--- src/design/adr_pkg.sv ---
// Shared widths, coefficients, register codes and types for the delay-line audio effect.
package adr_pkg;

   localparam int SAMPLE_W    = 16;
   localparam int COEF_W      = 15;
   localparam int PROD_W      = SAMPLE_W + COEF_W;
   localparam int STEP_W      = 3;

   localparam int REQ_TDATA_W = 16;
   localparam int RSP_TDATA_W = 24;
   localparam int CSR_INDEX_W = 4;
   localparam int CSR_DATA_W  = 8;

   localparam int RSP_FIFO_DEPTH = 4;

   localparam int unsigned DEF_BUFFER_LENGTH = 131072;
   localparam int unsigned DEF_REVERB_UNIT   = 882;
   localparam int unsigned DEF_ECHO_UNIT     = 11025;

   // Q0.15 mix coefficients, rounded to nearest
   localparam logic [COEF_W-1:0] Q_NOW_REVERB = 15'd22938;
   localparam logic [COEF_W-1:0] Q_DEL_REVERB = 15'd9830;
   localparam logic [COEF_W-1:0] Q_NOW_ECHO   = 15'd19661;
   localparam logic [COEF_W-1:0] Q_DEL_ECHO   = 15'd13107;

   localparam logic MODE_REVERB = 1'b0;
   localparam logic MODE_ECHO   = 1'b1;

   localparam logic [CSR_INDEX_W-1:0] REG_EFFECT_MODE = 4'd0;
   localparam logic [CSR_INDEX_W-1:0] REG_DELAY_STEP  = 4'd1;

   typedef struct packed {
      logic                wrapped;
      logic [SAMPLE_W-1:0] sample;
   } rsp_item_type;

endpackage

--- src/design/adr_rsp_fifo.sv ---
// Small result queue that decouples the mix pipeline from the result channel.
module adr_rsp_fifo import adr_pkg::*; #(
   parameter int DEPTH = RSP_FIFO_DEPTH
) (
   input  logic                       clock,
   input  logic                       reset,
   input  logic                       push_valid,
   input  rsp_item_type               push_item,
   output logic [$clog2(DEPTH+1)-1:0] count,
   output logic                       pop_valid,
   input  logic                       pop_ready,
   output rsp_item_type               pop_item
);

   localparam int PTR_W = (DEPTH > 1) ? $clog2(DEPTH) : 1;
   localparam int CNT_W = $clog2(DEPTH+1);
   localparam logic [PTR_W-1:0] LAST_PTR = PTR_W'(DEPTH - 1);

   rsp_item_type     mem_ff [DEPTH];
   logic [PTR_W-1:0] wr_ptr_ff, wr_ptr_in;
   logic [PTR_W-1:0] rd_ptr_ff, rd_ptr_in;
   logic [CNT_W-1:0] count_ff, count_in;
   logic             pop;

   assign pop = pop_valid & pop_ready;

   always_comb begin
      wr_ptr_in = wr_ptr_ff;
      rd_ptr_in = rd_ptr_ff;
      count_in  = count_ff;
      if (push_valid) begin
         wr_ptr_in = (wr_ptr_ff == LAST_PTR) ? '0 : wr_ptr_ff + 1'b1;
      end
      if (pop) begin
         rd_ptr_in = (rd_ptr_ff == LAST_PTR) ? '0 : rd_ptr_ff + 1'b1;
      end
      if (push_valid && !pop) begin
         count_in = count_ff + 1'b1;
      end else if (!push_valid && pop) begin
         count_in = count_ff - 1'b1;
      end
   end

   always_ff @(posedge clock) begin
      if (reset) begin
         wr_ptr_ff <= '0;
         rd_ptr_ff <= '0;
         count_ff  <= '0;
      end else begin
         wr_ptr_ff <= wr_ptr_in;
         rd_ptr_ff <= rd_ptr_in;
         count_ff  <= count_in;
      end
   end

   always_ff @(posedge clock) begin
      if (push_valid) begin
         mem_ff[wr_ptr_ff] <= push_item;
      end
   end

   assign count     = count_ff;
   assign pop_valid = (count_ff != '0);
   assign pop_item  = mem_ff[rd_ptr_ff];

endmodule
--- config.mk ---
export PLATFORM = sky130hd
export DESIGN_NAME = adr_rsp_fifo
export DESIGN_NICKNAME = d
export VERILOG_FILES = /design/src/design/adr_pkg.sv /design/src/design/adr_rsp_fifo.sv
export SDC_FILE = /design/constraint.sdc
export NUM_CORES = 1
export LEC_CHECK = 0
export ABC_AREA = 0
export ABC_CLOCK_PERIOD_IN_PS = 2300
export BUFFER_PORTS_ARGS = -buffer_cell sky130_fd_sc_hd__buf_2
export CAP_MARGIN = 40
export CORE_MARGIN = 1.5
export CORE_UTILIZATION = 56
export DETAILED_ROUTE_END_ITERATION = 10
export GPL_TIMING_DRIVEN = 1
export PLACE_DENSITY = 0.87
export SYNTH_ARGS = -nofsm -noshare
export SYNTH_HDL_FRONTEND = slang
export SYNTH_SLANG_ARGS = --single-unit
--- constraint.sdc ---
create_clock -name clock -period 2.3 [get_ports clock]
set_input_delay 0.23 -clock clock [delete_from_list [all_inputs] [get_ports clock]]
set_output_delay 0.23 -clock clock [all_outputs]
set_load 0.03 [all_outputs]
==> results.yml <==
yosys:
  synth_top_cell_by_area: "edfxtp_1"
  synth_ff_type: "edfxtp_1"
  syn_inst: 132
  ys_ff_latch: 77
  synth-async-reset-ratio: 0
  synth.distinct_cells: 19
  synth_nets: 160
  yosysMostFrequentCell: "edfxtp_1"
  synth_area_leaders: "edfxtp_1, mux4_2, mux4_1, dfxtp_1, ha_1"
  synth_top_area_share: 0.694
  synth-seq-area-share: 0.755
  synthesis.area_sq_um: 2940
  synth_common_cells: "edfxtp_1, mux4_2, dfxtp_1"
  synth_warnings: 0
  syn_avg_cell_area_sq_um: 22.3
  synth-edff-count: 68
detailed_routing:
  route.detailed.drc: 0
  antenna_left: 0
  drtIter0Drc: 83
  viasPerCell: 5.32
  wl_mm: 4.83
  routedWlPerCell_microns: 18.6
  dr.pass1.iters: 4
  vias: 1382
timing:
  worst_slew_pin_slew_ns: 0.465
  skew_ns: 0.00513
  tns_ns: 0
  setup_viol: 0
  finalCriticalPeriod_ns: 2.10
  fin_ws_ns: 0.201
  relSlewSlack: 0.690
  slew_viol_final: 0
  hold_viol_final: 0
  fin_crit_sh: 0.913
  fmax_mhz: 476
  whs_ns: 0.101
  rsz0062_at_grt: "no"
placed_design:
  pre_cts_slack_ns: 0.206
  hpwl_mm: 3.08
  portBuffers: 41
  dp.cells: 245
  place_congestion: 0.774
  place_area_sq_um: 3240
cts:
  clkLatencyLatePin_ns: 0.34
  clkSinkCount: 77
  cts_hold_buffers: 0
  h-tree-depth: 3
  clk_path_buf_depth: 2
  cts.clk_slew.worst_paths_ns: 0.07
  root_buffer: "clkbuf_8"
  numCtsBuffers: 9
  ctsResizeCount: 0
  cts_tree: "yes"
  post-cts-setup-buffers: 0
floorplan:
  start_util: 0.580
  die_h_microns: 75.5
  die_w_microns: 75.5
  num_rows: 26
  fp.coreArea_sq_um: 5070
  pin_count: 42
  die_area_sq_um: 5700
worst_setup_path:
  slowest_stage: "dfxtp_1"
  arrival_ns: 2.38
  cp_max_fo: 5
  max_stage_delay_ns: 0.38
  cp_top_family: "adder cells"
  critPathRequiredTime_ns: 2.58
  crit_path_end_kind: "flip-flop"
  worst-r2r-setup-slack_ns: 0.20
  cp-start-kind: "flip-flop"
  worstPathCellList: "o31ai_4, ha_1, inv_1, fa_1, xor2_1, or3_1, a21oi_1"
  crit_type: "flip-flop to flip-flop"
  cp_num_buf_inv: 1
layout:
  syn2layout_area_growth_pct: 15.9
  n_antenna_cell: 0
  fin_area_sq_um: 3410
  fin_cells: 260
  nets: 214
  n_fill_cell: 356
  layout-drive-gt1-share: 0.358
grt:
  grt_usage: 0.188
  grt_pass1_wl_mm: 7.27
  grt_pass1_vias: 1447
  grt_antenna_before_repair: 0
  grt_start_max_net_pins: 18
  grt_overflow_total: 0
pwr:
  leakagePower_nw: 1.23
  power_density_nw_per_um2: 1020
  ir_drop_mv: 0.574
status:
  status: "complete, no violations"
min_path:
  hold_class: "primary input to flip-flop"
run:
  drv_cap: 0
-- metal layers --
layer / wire, microns / vias to the layer above / global-route usage
li1: - / 647 / -
met1: 1930 / 682 / 0.234
met2: 2520 / 39 / 0.297
met3: 250 / 14 / 0.0503
met5: 0 / - / 0
met4: 127 / 0 / 0.117
-- worst paths after layout --
path                 from           end  cells past startpoint
max              count[1]      count[2]                      7
min          push_item[2]  mem_ff[3][2]                      1
max reg2reg      count[1]      count[2]                      7
min reg2reg  rd_ptr_ff[0]     flip-flop                      2
-- area by class of cell --
| class | count | area, sq um | share of cell area |
|---|---|---|---|
| sequential | 77 | 2220 | 0.651 |
| multi-input combinational | 48 | 668 | 0.196 |
| timing repair buffer | 47 | 250 | 0.0733 |
| clock buffer | 12 | 135 | 0.0396 |
| tap | 70 | 87.6 | 0.0257 |
| clock inverter | 3 | 37.5 | 0.0110 |
| inverter | 3 | 11.3 | 0.00330 |
-- layout by cell type, fill, tap and decap left out, types with 3 or more instances in the layout --
cell      instances
buf_2            41
clkbuf_1          3
or3_1             3
mux2i_1           4
dfxtp_1           9
and2_1            4
edfxtp_1         68
nor2_1            6
ha_1              6
mux4_2           10
inv_1             3
buf_4             6
clkbuf_8          9
mux4_1            7
-- logic make-up after synthesis --
family                   share of synthesized area
flip-flops                                   0.755
multiplexers                                 0.153
AND/OR/NAND/NOR                             0.0238
buffers and inverters                       0.0179
adder cells (fa/ha/maj)                     0.0323
AO/OA/AOI/OAI                               0.0123
XOR/XNOR                                   0.00595
-- where the power goes --
| part | total [mW] | leakage [nW] | switching, mW | internal [mW] |
|---|---|---|---|---|
| clock network | 0.924 | 0.0855 | 0.434 | 0.490 |
| registers | 1.68 | 0.699 | 0.0590 | 1.62 |
| logic | 0.895 | 0.448 | 0.543 | 0.352 |
| total | 3.50 | 1.23 | 1.04 | 2.46 |
-- registers in the layout, indices dropped and copies added (netlist names), named ones only --
| signal | flops |
|---|---|
| wr_ptr_ff | 2 |
| mem_ff | 68 |
| rd_ptr_ff | 2 |
| count | 3 |
-- metrics by stage --
stage | util | power [mW]
after detailed placement | 0.638 | 2.61
after CTS | 0.672 | 3.54
after global placement | 0.638 | 2.56
after floorplan | - | 2.40
final | 0.672 | 3.50
after global routing | 0.672 | 3.64
Note: power is estimated with default switching activity, not from simulation.
